`src/ohi_pkg.sv`:
```
// ohi_pkg: shared widths, register codes and the sequencer microcode for the
// open-addressing hash insert block
// no dependencies; compiled before every other file
`default_nettype none

package ohi_pkg;

    localparam int TABLE_SIZE = 1024;
    localparam int SLOT_W     = $clog2(TABLE_SIZE);
    localparam int KEY_W      = 10;
    localparam int COLL_W     = 11;
    localparam int MODE_W     = 2;
    localparam int STEP_W     = 10;
    localparam int CFG_IDX_W  = 1;
    localparam int CFG_DATA_W = 10;

    // configuration register indexes
    localparam logic [CFG_IDX_W-1:0] REG_PROBE_MODE  = 1'd0;
    localparam logic [CFG_IDX_W-1:0] REG_DOUBLE_STEP = 1'd1;

    // probe mode codes; the unused code probes like linear
    localparam logic [MODE_W-1:0] MODE_LINEAR = 2'd0;
    localparam logic [MODE_W-1:0] MODE_QUAD   = 2'd1;
    localparam logic [MODE_W-1:0] MODE_DOUBLE = 2'd2;

    localparam logic [MODE_W-1:0] MODE_RESET = MODE_LINEAR;
    localparam logic [STEP_W-1:0] STEP_RESET = 10'd1;

    typedef enum logic [2:0] {
        S_CLEAR,
        S_IDLE,
        S_ADDR,
        S_TEST,
        S_WRITE,
        S_FAIL,
        S_DONE
    } step_t;

    typedef enum logic [2:0] {
        C_ALWAYS,
        C_IN_VALID,
        C_EXHAUSTED,
        C_SLOT_FREE,
        C_OUT_FREE,
        C_CLR_DONE
    } cond_t;

    typedef struct packed {
        cond_t cond;
        step_t go_true;
        step_t go_false;
        logic  mem_rd;
        logic  mem_wr;
        logic  wr_val;
        logic  clr_step;
        logic  in_rdy;
        logic  advance_false;
        logic  set_fail;
        logic  out_load_true;
    } ctrl_t;

    // control store: one word per step
    function automatic ctrl_t ucode(step_t s);
        ctrl_t w;
        w = '{cond: C_ALWAYS, go_true: S_IDLE, go_false: S_IDLE, default: 1'b0};
        unique case (s)
            S_CLEAR:
            begin
                w.cond     = C_CLR_DONE;
                w.go_true  = S_IDLE;
                w.go_false = S_CLEAR;
                w.mem_wr   = 1'b1;
                w.clr_step = 1'b1;
            end
            S_IDLE:
            begin
                w.cond     = C_IN_VALID;
                w.go_true  = S_ADDR;
                w.go_false = S_IDLE;
                w.in_rdy   = 1'b1;
            end
            S_ADDR:
            begin
                w.cond     = C_EXHAUSTED;
                w.go_true  = S_FAIL;
                w.go_false = S_TEST;
                w.mem_rd   = 1'b1;
            end
            S_TEST:
            begin
                w.cond          = C_SLOT_FREE;
                w.go_true       = S_WRITE;
                w.go_false      = S_ADDR;
                w.advance_false = 1'b1;
            end
            S_WRITE:
            begin
                w.go_true  = S_DONE;
                w.go_false = S_DONE;
                w.mem_wr   = 1'b1;
                w.wr_val   = 1'b1;
            end
            S_FAIL:
            begin
                w.go_true  = S_DONE;
                w.go_false = S_DONE;
                w.set_fail = 1'b1;
            end
            S_DONE:
            begin
                w.cond          = C_OUT_FREE;
                w.go_true       = S_IDLE;
                w.go_false      = S_DONE;
                w.out_load_true = 1'b1;
            end
            default:
            begin
                w.go_true  = S_IDLE;
                w.go_false = S_IDLE;
            end
        endcase
        return w;
    endfunction

endpackage

`default_nettype wire

```
`src/ohi_key_if.sv`:
```
// ohi_key_if: input channel carrying one key per item
// depends on ohi_pkg for the key width
`default_nettype none

interface ohi_key_if;
    logic                        valid;
    logic                        ready;
    logic [ohi_pkg::KEY_W-1:0]   key;

    modport source (output valid, output key, input ready);
    modport sink   (input valid, input key, output ready);
endinterface

`default_nettype wire

```
`src/ohi_res_if.sv`:
```
// ohi_res_if: result channel, slot, collision count and failure flag
// depends on ohi_pkg for field widths
`default_nettype none

interface ohi_res_if;
    logic                        valid;
    logic                        ready;
    logic [ohi_pkg::SLOT_W-1:0]  slot;
    logic [ohi_pkg::COLL_W-1:0]  collisions;
    logic                        failed;

    modport source (output valid, output slot, output collisions, output failed, input ready);
    modport sink   (input valid, input slot, input collisions, input failed, output ready);
endinterface

`default_nettype wire

```
`src/ohi_cfg_if.sv`:
```
// ohi_cfg_if: configuration write channel, register index and data
// depends on ohi_pkg for index and data widths
`default_nettype none

interface ohi_cfg_if;
    logic                            valid;
    logic                            ready;
    logic [ohi_pkg::CFG_IDX_W-1:0]   index;
    logic [ohi_pkg::CFG_DATA_W-1:0]  data;

    modport source (output valid, output index, output data, input ready);
    modport sink   (input valid, input index, input data, output ready);
endinterface

`default_nettype wire

```
`src/ohi_ram.sv`:
```
// ohi_ram: generic single-port RAM with registered read data
// no package dependencies
`default_nettype none

module ohi_ram #(
    parameter int WIDTH = 1,
    parameter int DEPTH = 1024
) (
    input  wire logic                     clk,
    input  wire logic                     we,
    input  wire logic                     re,
    input  wire logic [$clog2(DEPTH)-1:0] addr,
    input  wire logic [WIDTH-1:0]         wdata,
    output logic      [WIDTH-1:0]         rdata
);

    logic [WIDTH-1:0] mem_reg [DEPTH];
    logic [WIDTH-1:0] rdata_reg;

    always_ff @(posedge clk)
    begin
        if (we)
        begin
            mem_reg[addr] <= wdata;
        end
        if (re)
        begin
            rdata_reg <= mem_reg[addr];
        end
    end

    assign rdata = rdata_reg;

endmodule

`default_nettype wire

```
`src/open_addressing_hash_insert.sv`:
```
// open_addressing_hash_insert: inserts keys into an open-addressed occupancy
// table, microcoded sequencer over one occupancy RAM
// depends on ohi_pkg, ohi_key_if, ohi_res_if, ohi_cfg_if, ohi_ram
//
//  channel   dir  payload                          handshake
//  keys      in   key[9:0]                         valid/ready
//  results   out  slot[9:0] collisions[10:0] failed valid/ready
//  cfg       in   index[0] data[9:0]               valid/ready, ready tied high
//
// each probe of an item takes one read and one test through the single occupancy
// RAM port; a failed insert gives up after TABLE_SIZE probes
// after reset the sequencer clears the occupancy RAM with keys held off;
// configuration writes are taken at any time
// the result sits in an output register, so the next key is taken while it waits
`default_nettype none

module open_addressing_hash_insert (
    input  wire logic   clk,
    input  wire logic   rst_n,
    ohi_key_if.sink     keys,
    ohi_res_if.source   results,
    ohi_cfg_if.sink     cfg
);

    localparam int SLOT_W = ohi_pkg::SLOT_W;
    localparam int COLL_W = ohi_pkg::COLL_W;

    ohi_pkg::step_t step_reg, step_next;
    ohi_pkg::ctrl_t ctrl;

    logic [ohi_pkg::MODE_W-1:0] mode_reg;
    logic [ohi_pkg::STEP_W-1:0] dstep_reg;

    logic [SLOT_W-1:0] clr_cnt_reg;
    logic [SLOT_W-1:0] home_reg;
    logic [SLOT_W-1:0] offset_reg, offset_next;
    logic [COLL_W-1:0] probe_reg;
    logic              fail_reg;

    logic              out_valid_reg;
    logic [SLOT_W-1:0] out_slot_reg;
    logic [COLL_W-1:0] out_coll_reg;
    logic              out_fail_reg;

    logic [SLOT_W-1:0] probe_idx;
    logic [SLOT_W-1:0] mem_addr;
    logic              mem_rdata;
    logic              cond_true;
    logic              in_take;
    logic              advance;
    logic              out_load;

    // configuration
    assign cfg.ready = 1'b1;

    always_ff @(posedge clk or negedge rst_n)
    begin
        if (!rst_n)
        begin
            mode_reg  <= ohi_pkg::MODE_RESET;
            dstep_reg <= ohi_pkg::STEP_RESET;
        end
        else if (cfg.valid)
        begin
            unique case (cfg.index)
                ohi_pkg::REG_PROBE_MODE:  mode_reg  <= cfg.data[ohi_pkg::MODE_W-1:0];
                ohi_pkg::REG_DOUBLE_STEP: dstep_reg <= cfg.data[ohi_pkg::STEP_W-1:0];
                default:                  ;
            endcase
        end
    end

    // sequencer
    always_comb
    begin
        ctrl = ohi_pkg::ucode(step_reg);
    end

    always_comb
    begin
        unique case (ctrl.cond)
            ohi_pkg::C_ALWAYS:    cond_true = 1'b1;
            ohi_pkg::C_IN_VALID:  cond_true = keys.valid;
            ohi_pkg::C_EXHAUSTED: cond_true = (probe_reg == COLL_W'(ohi_pkg::TABLE_SIZE));
            ohi_pkg::C_SLOT_FREE: cond_true = !mem_rdata;
            ohi_pkg::C_OUT_FREE:  cond_true = !out_valid_reg || results.ready;
            ohi_pkg::C_CLR_DONE:  cond_true = (clr_cnt_reg == {SLOT_W{1'b1}});
            default:              cond_true = 1'b1;
        endcase
        step_next = cond_true ? ctrl.go_true : ctrl.go_false;
    end

    always_ff @(posedge clk or negedge rst_n)
    begin
        if (!rst_n)
        begin
            step_reg <= ohi_pkg::S_CLEAR;
        end
        else
        begin
            step_reg <= step_next;
        end
    end

    // datapath
    assign in_take   = ctrl.in_rdy && keys.valid;
    assign advance   = ctrl.advance_false && !cond_true;
    assign out_load  = ctrl.out_load_true && cond_true;
    assign probe_idx = home_reg + offset_reg;
    assign mem_addr  = (step_reg == ohi_pkg::S_CLEAR) ? clr_cnt_reg : probe_idx;
    assign keys.ready = ctrl.in_rdy;

    // next probe offset: f(i+1) - f(i) is 1, 2i+1 or the step, all mod table size
    always_comb
    begin
        unique case (mode_reg)
            ohi_pkg::MODE_QUAD:   offset_next = offset_reg + {probe_reg[SLOT_W-2:0], 1'b1};
            ohi_pkg::MODE_DOUBLE: offset_next = offset_reg + SLOT_W'(dstep_reg);
            default:              offset_next = offset_reg + SLOT_W'(1);
        endcase
    end

    always_ff @(posedge clk or negedge rst_n)
    begin
        if (!rst_n)
        begin
            clr_cnt_reg <= '0;
            fail_reg    <= 1'b0;
            probe_reg   <= '0;
            offset_reg  <= '0;
        end
        else
        begin
            if (ctrl.clr_step)
            begin
                clr_cnt_reg <= clr_cnt_reg + SLOT_W'(1);
            end
            if (in_take)
            begin
                fail_reg   <= 1'b0;
                probe_reg  <= '0;
                offset_reg <= '0;
            end
            else if (advance)
            begin
                probe_reg  <= probe_reg + COLL_W'(1);
                offset_reg <= offset_next;
            end
            if (ctrl.set_fail)
            begin
                fail_reg <= 1'b1;
            end
        end
    end

    always_ff @(posedge clk)
    begin
        if (in_take)
        begin
            home_reg <= keys.key[SLOT_W-1:0];
        end
    end

    ohi_ram #(
        .WIDTH (1),
        .DEPTH (ohi_pkg::TABLE_SIZE)
    ) u_used (
        .clk   (clk),
        .we    (ctrl.mem_wr),
        .re    (ctrl.mem_rd),
        .addr  (mem_addr),
        .wdata (ctrl.wr_val),
        .rdata (mem_rdata)
    );

    // output register
    always_ff @(posedge clk or negedge rst_n)
    begin
        if (!rst_n)
        begin
            out_valid_reg <= 1'b0;
        end
        else if (out_load)
        begin
            out_valid_reg <= 1'b1;
        end
        else if (results.ready)
        begin
            out_valid_reg <= 1'b0;
        end
    end

    always_ff @(posedge clk)
    begin
        if (out_load)
        begin
            out_slot_reg <= fail_reg ? '0 : probe_idx;
            out_coll_reg <= probe_reg;
            out_fail_reg <= fail_reg;
        end
    end

    assign results.valid      = out_valid_reg;
    assign results.slot       = out_slot_reg;
    assign results.collisions = out_coll_reg;
    assign results.failed     = out_fail_reg;

endmodule

`default_nettype wire
```
`src/flat_wrapper.sv`:
```
// flat-port wrapper written by rule: the top's interface ports become plain ports
module open_addressing_hash_insert_flat 
  (clk, rst_n, keys_valid, keys_key, keys_ready, results_valid, results_slot, results_collisions, results_failed, results_ready, cfg_valid, cfg_index, cfg_data, cfg_ready);
  ohi_key_if keys_i ();
  ohi_res_if results_i ();
  ohi_cfg_if cfg_i ();
  input  wire logic clk;
  input  wire logic rst_n;
  input wire logic [$bits(keys_i.valid)-1:0] keys_valid;
  input wire logic [$bits(keys_i.key)-1:0] keys_key;
  output wire logic [$bits(keys_i.ready)-1:0] keys_ready;
  output wire logic [$bits(results_i.valid)-1:0] results_valid;
  output wire logic [$bits(results_i.slot)-1:0] results_slot;
  output wire logic [$bits(results_i.collisions)-1:0] results_collisions;
  output wire logic [$bits(results_i.failed)-1:0] results_failed;
  input wire logic [$bits(results_i.ready)-1:0] results_ready;
  input wire logic [$bits(cfg_i.valid)-1:0] cfg_valid;
  input wire logic [$bits(cfg_i.index)-1:0] cfg_index;
  input wire logic [$bits(cfg_i.data)-1:0] cfg_data;
  output wire logic [$bits(cfg_i.ready)-1:0] cfg_ready;
  assign keys_i.valid = keys_valid;
  assign keys_i.key = keys_key;
  assign keys_ready = keys_i.ready;
  assign results_valid = results_i.valid;
  assign results_slot = results_i.slot;
  assign results_collisions = results_i.collisions;
  assign results_failed = results_i.failed;
  assign results_i.ready = results_ready;
  assign cfg_i.valid = cfg_valid;
  assign cfg_i.index = cfg_index;
  assign cfg_i.data = cfg_data;
  assign cfg_ready = cfg_i.ready;
  open_addressing_hash_insert u_core (.clk(clk), .rst_n(rst_n), .keys(keys_i), .results(results_i), .cfg(cfg_i));
endmodule
```
`config.mk`:
```
export PLATFORM = sky130hd
export DESIGN_NAME = open_addressing_hash_insert_flat
export DESIGN_NICKNAME = d
export VERILOG_FILES = /design/src/ohi_pkg.sv /design/src/ohi_key_if.sv /design/src/ohi_res_if.sv /design/src/ohi_cfg_if.sv /design/src/ohi_ram.sv /design/src/open_addressing_hash_insert.sv /design/src/flat_wrapper.sv
export SDC_FILE = /design/constraint.sdc
export NUM_CORES = 2
export LEC_CHECK = 0
export BUFFER_PORTS_ARGS = -buffer_cell sky130_fd_sc_hd__buf_2
export CAP_MARGIN = 20
export CORE_MARGIN = 2
export CORE_UTILIZATION = 45
export CTS_CLUSTER_SIZE = 16
export DETAILED_ROUTE_END_ITERATION = 10
export HOLD_SLACK_MARGIN = 0.02
export SYNTH_ARGS = -nofsm -noshare
export SYNTH_HDL_FRONTEND = slang
export SYNTH_HIERARCHICAL = 1
export SYNTH_SLANG_ARGS = --single-unit
```
`constraint.sdc`:
```
create_clock -name clk -period 29.7 [get_ports clk]
set_clock_uncertainty 0.05 [all_clocks]
set_input_delay 5.94 -clock clk [delete_from_list [all_inputs] [get_ports clk]]
set_output_delay 5.94 -clock clk [all_outputs]
set_load 0.02 [all_outputs]
```
* After elaboration in Yosys (flattened, before gate mapping) *
Memory sizes are Yosys's and may differ from the RTL's. A register that Yosys moved wholly into a read port is not among the register bits.
Cells that the tools add are included.

storage, ports and cells
  register bits after elaboration = 80
  memory bits (writable) = 1024
  input bits = 26
  logic and storage cells = 74
  memories = 1

cells by class
  $add $sub $neg = 6
  eq/ne operators = 15
  muxes and demuxes = 24
  bitwise operators = 1
  reductions and logical operators = 15

memory list
  name                   depth  bits a word  rd ports  clocked after memory_dff  write ports  RTL line       source
  u_core.u_used.mem_reg  1024   1            1         1                         1            ohi_ram.sv:17  logic [WIDTH-1:0] mem_reg [DEPTH];

operator list
  operator                                             number
  case mux 6 bit (6 select lines)                      1
  adder 10 bit                                         3
  2-to-1 mux 10 bit                                    3
  2-to-1 mux 11 bit                                    2
  adder 10 x 1 -> 10 bit, second input constant        2
  case mux 10 bit (2 select lines)                     1
  equality test 3 bit, second input constant           5
  case mux 3 bit (5 select lines)                      1
  2-to-1 mux 1 bit                                     14
  equality test 3 x 2 -> 1 bit, second input constant  4
  adder 11 x 1 -> 11 bit, second input constant        1
  equality test 11 bit, second input constant          1
  equality test 10 bit, second input constant          1
  equality test 3 x 1 -> 1 bit, second input constant  2
  nonzero test 2 bit                                   3
  case mux 1 bit (5 select lines)                      1
  AND reduction 2 bit                                  2
  OR reduction 2 bit                                   2
  logical AND 1 bit                                    3
  logical NOT 1 bit                                    3
  logical NOT 3 bit                                    1
  2-to-1 mux 3 bit                                     1
  equality test 2 x 1 -> 1 bit, second input constant  1
  equality test 2 bit, second input constant           1
  2 further kinds                                      2

* Longest topological paths before layout *
  depth in word-level cells = 8
  gate-level depth with buffers = 19

* Modules after synthesis *
The synthesis kept the hierarchy.

modules (own cells, without submodules)
  module                       times used  cells an instance  area each (sq um)  sequential area each (sq um)
  ohi_ram                      1           3369               44347.5            30779.5
  open_addressing_hash_insert  1           402                4252.8             2163.3

* Worst setup path after synthesis *
OpenSTA, ideal clock, no wires.

  path type = register -> register
  start point = register u_core.step_reg[1]
  end point = memory u_core.u_used.mem_reg[0], data pin
  arrival time = 13638 ps
  setup slack = 13145 ps
  stages on the path, launching flop included = 4
  buffers on the path = 1
  clock period less this slack = 16555 ps
  path through = dfrtp_1 -> buf_2 -> nor2_1 -> and2_1

RTL lines
  what                    RTL line                            source
  start, declared         open_addressing_hash_insert.sv:28   ohi_pkg::step_t step_reg, step_next;
  start signal, assigned  open_addressing_hash_insert.sv:97   step_reg <= ohi_pkg::S_CLEAR;
  start signal, assigned  open_addressing_hash_insert.sv:101  step_reg <= step_next;
  end, declared           ohi_ram.sv:17

* Final worst setup path *
  start point = register u_core.step_reg[2]
  end point = output port keys_ready

on the way
  cells in the longest elaborated chain, start to end = 2

RTL lines
  what                          RTL line            source
  equality test 3 x 1 -> 1 bit  ohi_pkg.sv:66       unique case (s)
  2-to-1 mux 1 bit              ohi_pkg.sv:66
  end, declared                 flat_wrapper.sv:11  output wire logic [$bits(keys_i.ready)-1:0] keys_ready;

No other way between the ends.

==> impl_metrics.ini <==
[power]
ir_drop_mv = 0.0424
powerDensity_nw_per_um2 = 56.7
power_frac_seq_pct = 54.9
p_comb_share_pct = 0.5
internal-power_mw = 2.47
p_leak_nw = 14.3
p_sw_share_pct = 19.6
switchingPower_mw = 0.603
power.total_mw = 3.07
p_clk_share_pct = 44.7

[floorplanning]
die_x_um = 333
num_rows = 120
die_y_um = 333
die_area_um2 = 111000
fp.coreArea_um2 = 107000
ioPinCount = 51
initial_utilization_pct = 45.4

[timing]
fin_crit_sh_pct = 26.4
fin_setup_tns_ns = 0
layout_setup_ws_ns = 21.86
finalHoldViolCount = 0
clock.fmax_mhz = 128
maxSlewViolCount = 0
rsz0062_at_grt = no
worst_slew_pin_slew_ns = 1.42
relSlewSlack_pct = 5.02
fin_crit_ns = 7.84
setup_viol = 0

[cts]
clk_latency_ns = 0.71
post_cts_buffers = 0
cts.root.buffer_cell = clkbuf_16
cts_hold_buf = 0
cts_resized = 0
clk_pin_slew_worst_paths_ns = 0.06
cts_max_path_buffers = 3
numCtsBuffers = 116
numClockSinks = 1105
htreeDepth = 3
cts_tree = done

[cells_and_area]
largest_reg_flops = 1024
fillers = 9241
syn_to_final_growth_pct = 11.4
layout_commonest_cell = nor2_1
drive_above_1_share_pct = 10.8
final_cell_mix = 1119 x nor2_1, 1057 x edfxtp_1, 458 x mux2i_1, 198 x o22ai_1, 118 x clkbuf_16
fin_nets = 3755

[drt]
drt_drc_violations_left = 0
top_layer = met5
ant_nets = 0
met3_length_mm = 12.9
vias = 31193
wirelength_mm = 140
vias_per_cell = 6.00
drt_iter0_drc = 4093
post_drt_wl_per_cell_um = 26.9
m1WireLength_mm = 59.0
route.met2.wl_mm = 64.0
firstDrtPassIters = 5

[status]
status = finished clean

[setup_path]
critPathMaxFanout = 13
cp.arrival_ns = 1.85
critPathRequiredTime_ns = 23.71
critPathSlowestCell = dfrtp_1
cpPeakStageDelay_ns = 0.52
path_class = flop to primary output
ff2ff_path_depth = 15
cp_cell_sequence = nand2b_1, nor2_1, buf_2
cp-end-kind = primary output
cp-start-kind = flop

[synth]
synth_warnings = 6
synth-seq-cells = 1105
synth_area_leaders = edfxtp_1 65%, mux2i_1 9.4%, nor2_1 8.7%
synth_top_area_cell = edfxtp_1
syn_nets = 3822
yosysSeqAreaShare_pct = 67.8
ys.flop_type = edfxtp_1
synth_edf_count = 1057
avgSynthCellArea_um2 = 12.9
synth.cell_area_um2 = 48600
async_flop_share_pct = 4.34
synth_top_area_share_pct = 65.3
syn_inst = 3771
ys_types = 71

[flow_run]
cap_viol_max_count = 0

[placed_design]
io_buffers = 49
dp_worst_setup_slack_ns = 21.91
place_congestion = 0.798
hpwlAfterDp_mm = 71.9

[grt]
grt_pass1_vias = 28883
grtUsageTotal_pct = 24.8
grt_max_degree = 304
grt_overflow = 0
grt_pass1_wl_mm = 200
antenna_found_initial = 3

[worst_hold_path]
min_path_cells = 1
hold_class = flop to flop
## routing by layer
metal / vias to the layer above / global-route usage [%]
met5: - / 0
met4: 6 / 6.59
met3: 256 / 3.91
met2: 1470 / 38.7
met1: 15963 / 36.2
li1: 13498 / -
## critical path, delay by kind of cell (launching register included)
kind | cells | cell delay, ns
DFF | 1 | 0.52
and+or+nand+nor | 2 | 0.44
buffers and inverters | 1 | 0.20
## power groups by stage
stage | clock, mW | sequential (mW) | combinational (mW)
2_1_floorplan | 0 | 1.72 | 0.00892
3_3_place_gp | 0 | 1.72 | 0.0141
3_5_place_dp | 0 | 1.72 | 0.0141
4_1_cts | 1.39 | 1.69 | 0.0142
5_1_grt | 1.45 | 1.68 | 0.0163
6_report | 1.37 | 1.69 | 0.0145
## worst paths after layout
kind                                  startpoint               endpoint  slack [ns]
min in group asynchronous                  rst_n  u_core/clr_cnt_reg[2]        5.06
min                        u_core/clr_cnt_reg[2]  u_core/clr_cnt_reg[2]        0.42
min reg2reg                u_core/clr_cnt_reg[2]  u_core/clr_cnt_reg[2]        0.42
max                           u_core/step_reg[2]             keys_ready       21.86
max reg2reg                   u_core/home_reg[0]    u_core/u_used/rdata       23.44
max in group asynchronous                  rst_n    u_core/dstep_reg[0]       23.99
## cell usage after synthesis, types with 3 or more instances
| master | count |
|---|---|
| nand3b_1 | 5 |
| o211ai_1 | 13 |
| nor2b_1 | 6 |
| buf_6 | 8 |
| o31ai_1 | 10 |
| xor2_1 | 14 |
| nand2b_1 | 8 |
| xnor2_1 | 14 |
| nand4bb_1 | 6 |
| a22oi_1 | 9 |
| a21oi_1 | 18 |
| a211oi_1 | 12 |
| edfxtp_1 | 1057 |
| or4b_1 | 4 |
| ha_1 | 23 |
| clkbuf_1 | 183 |
| and2_1 | 6 |
| mux4_2 | 32 |
| buf_4 | 19 |
| dfrtp_1 | 47 |
| nand3_1 | 39 |
| mux2i_1 | 458 |
| buf_2 | 120 |
| and3b_1 | 4 |
| and3_1 | 9 |
| inv_1 | 23 |
| nor3b_1 | 8 |
| buf_1 | 3 |
| nand4b_2 | 4 |
| mux2_2 | 10 |
| o2111ai_1 | 12 |
| o22ai_1 | 198 |
| nand4_1 | 8 |
| nor3_1 | 26 |
| o21ai_0 | 28 |
| nor4_1 | 45 |
| nor2_1 | 1120 |
| nand2_1 | 121 |
## through the flow
step | std cells | util [%] | area [µm²] | hold WS [ns]
after floorplan | 3771 | - | 48600 | 0.373
after global placement | 4964 | 46.6 | 49900 | 0.413
after detailed placement | 4964 | 46.6 | 49900 | 0.414
after CTS | 5175 | 50.0 | 53500 | 0.426
after global routing | 5201 | 50.6 | 54100 | 0.439
final | 5202 | 50.6 | 54100 | 0.420
## kinds of logic (layout without fill, tap and decap cells)
kind of cell               after synthesis  in the layout  synth area share [%]
AOI/OAI and AO/OA                      318            318                  4.26
and+or+nand+nor                       1434           1434                  12.2
buffers and inverters                  360            386                  3.39
DFF                                   1105           1105                  67.8
muxes                                  500            500                  11.1
other                                    1              3               0.00772
adders and majority gates               25             25                 0.675
xor gates and xnor gates                28             28                 0.505
## layout make-up
| type | instances | area [µm²] | share of cell area (%) |
|---|---|---|---|
| timing repair buffer | 150 | 1520 | 2.81 |
| clock buffer | 158 | 3140 | 5.80 |
| clock inverter | 53 | 395 | 0.730 |
| inverter | 25 | 93.8 | 0.173 |
| sequential | 1105 | 32900 | 60.8 |
| multi-input combinational | 2306 | 14300 | 26.4 |
| tap | 1403 | 1760 | 3.24 |
| antenna | 2 | 5.00 | 0.00924 |
Note: power is estimated with default switching activity, not from simulation.
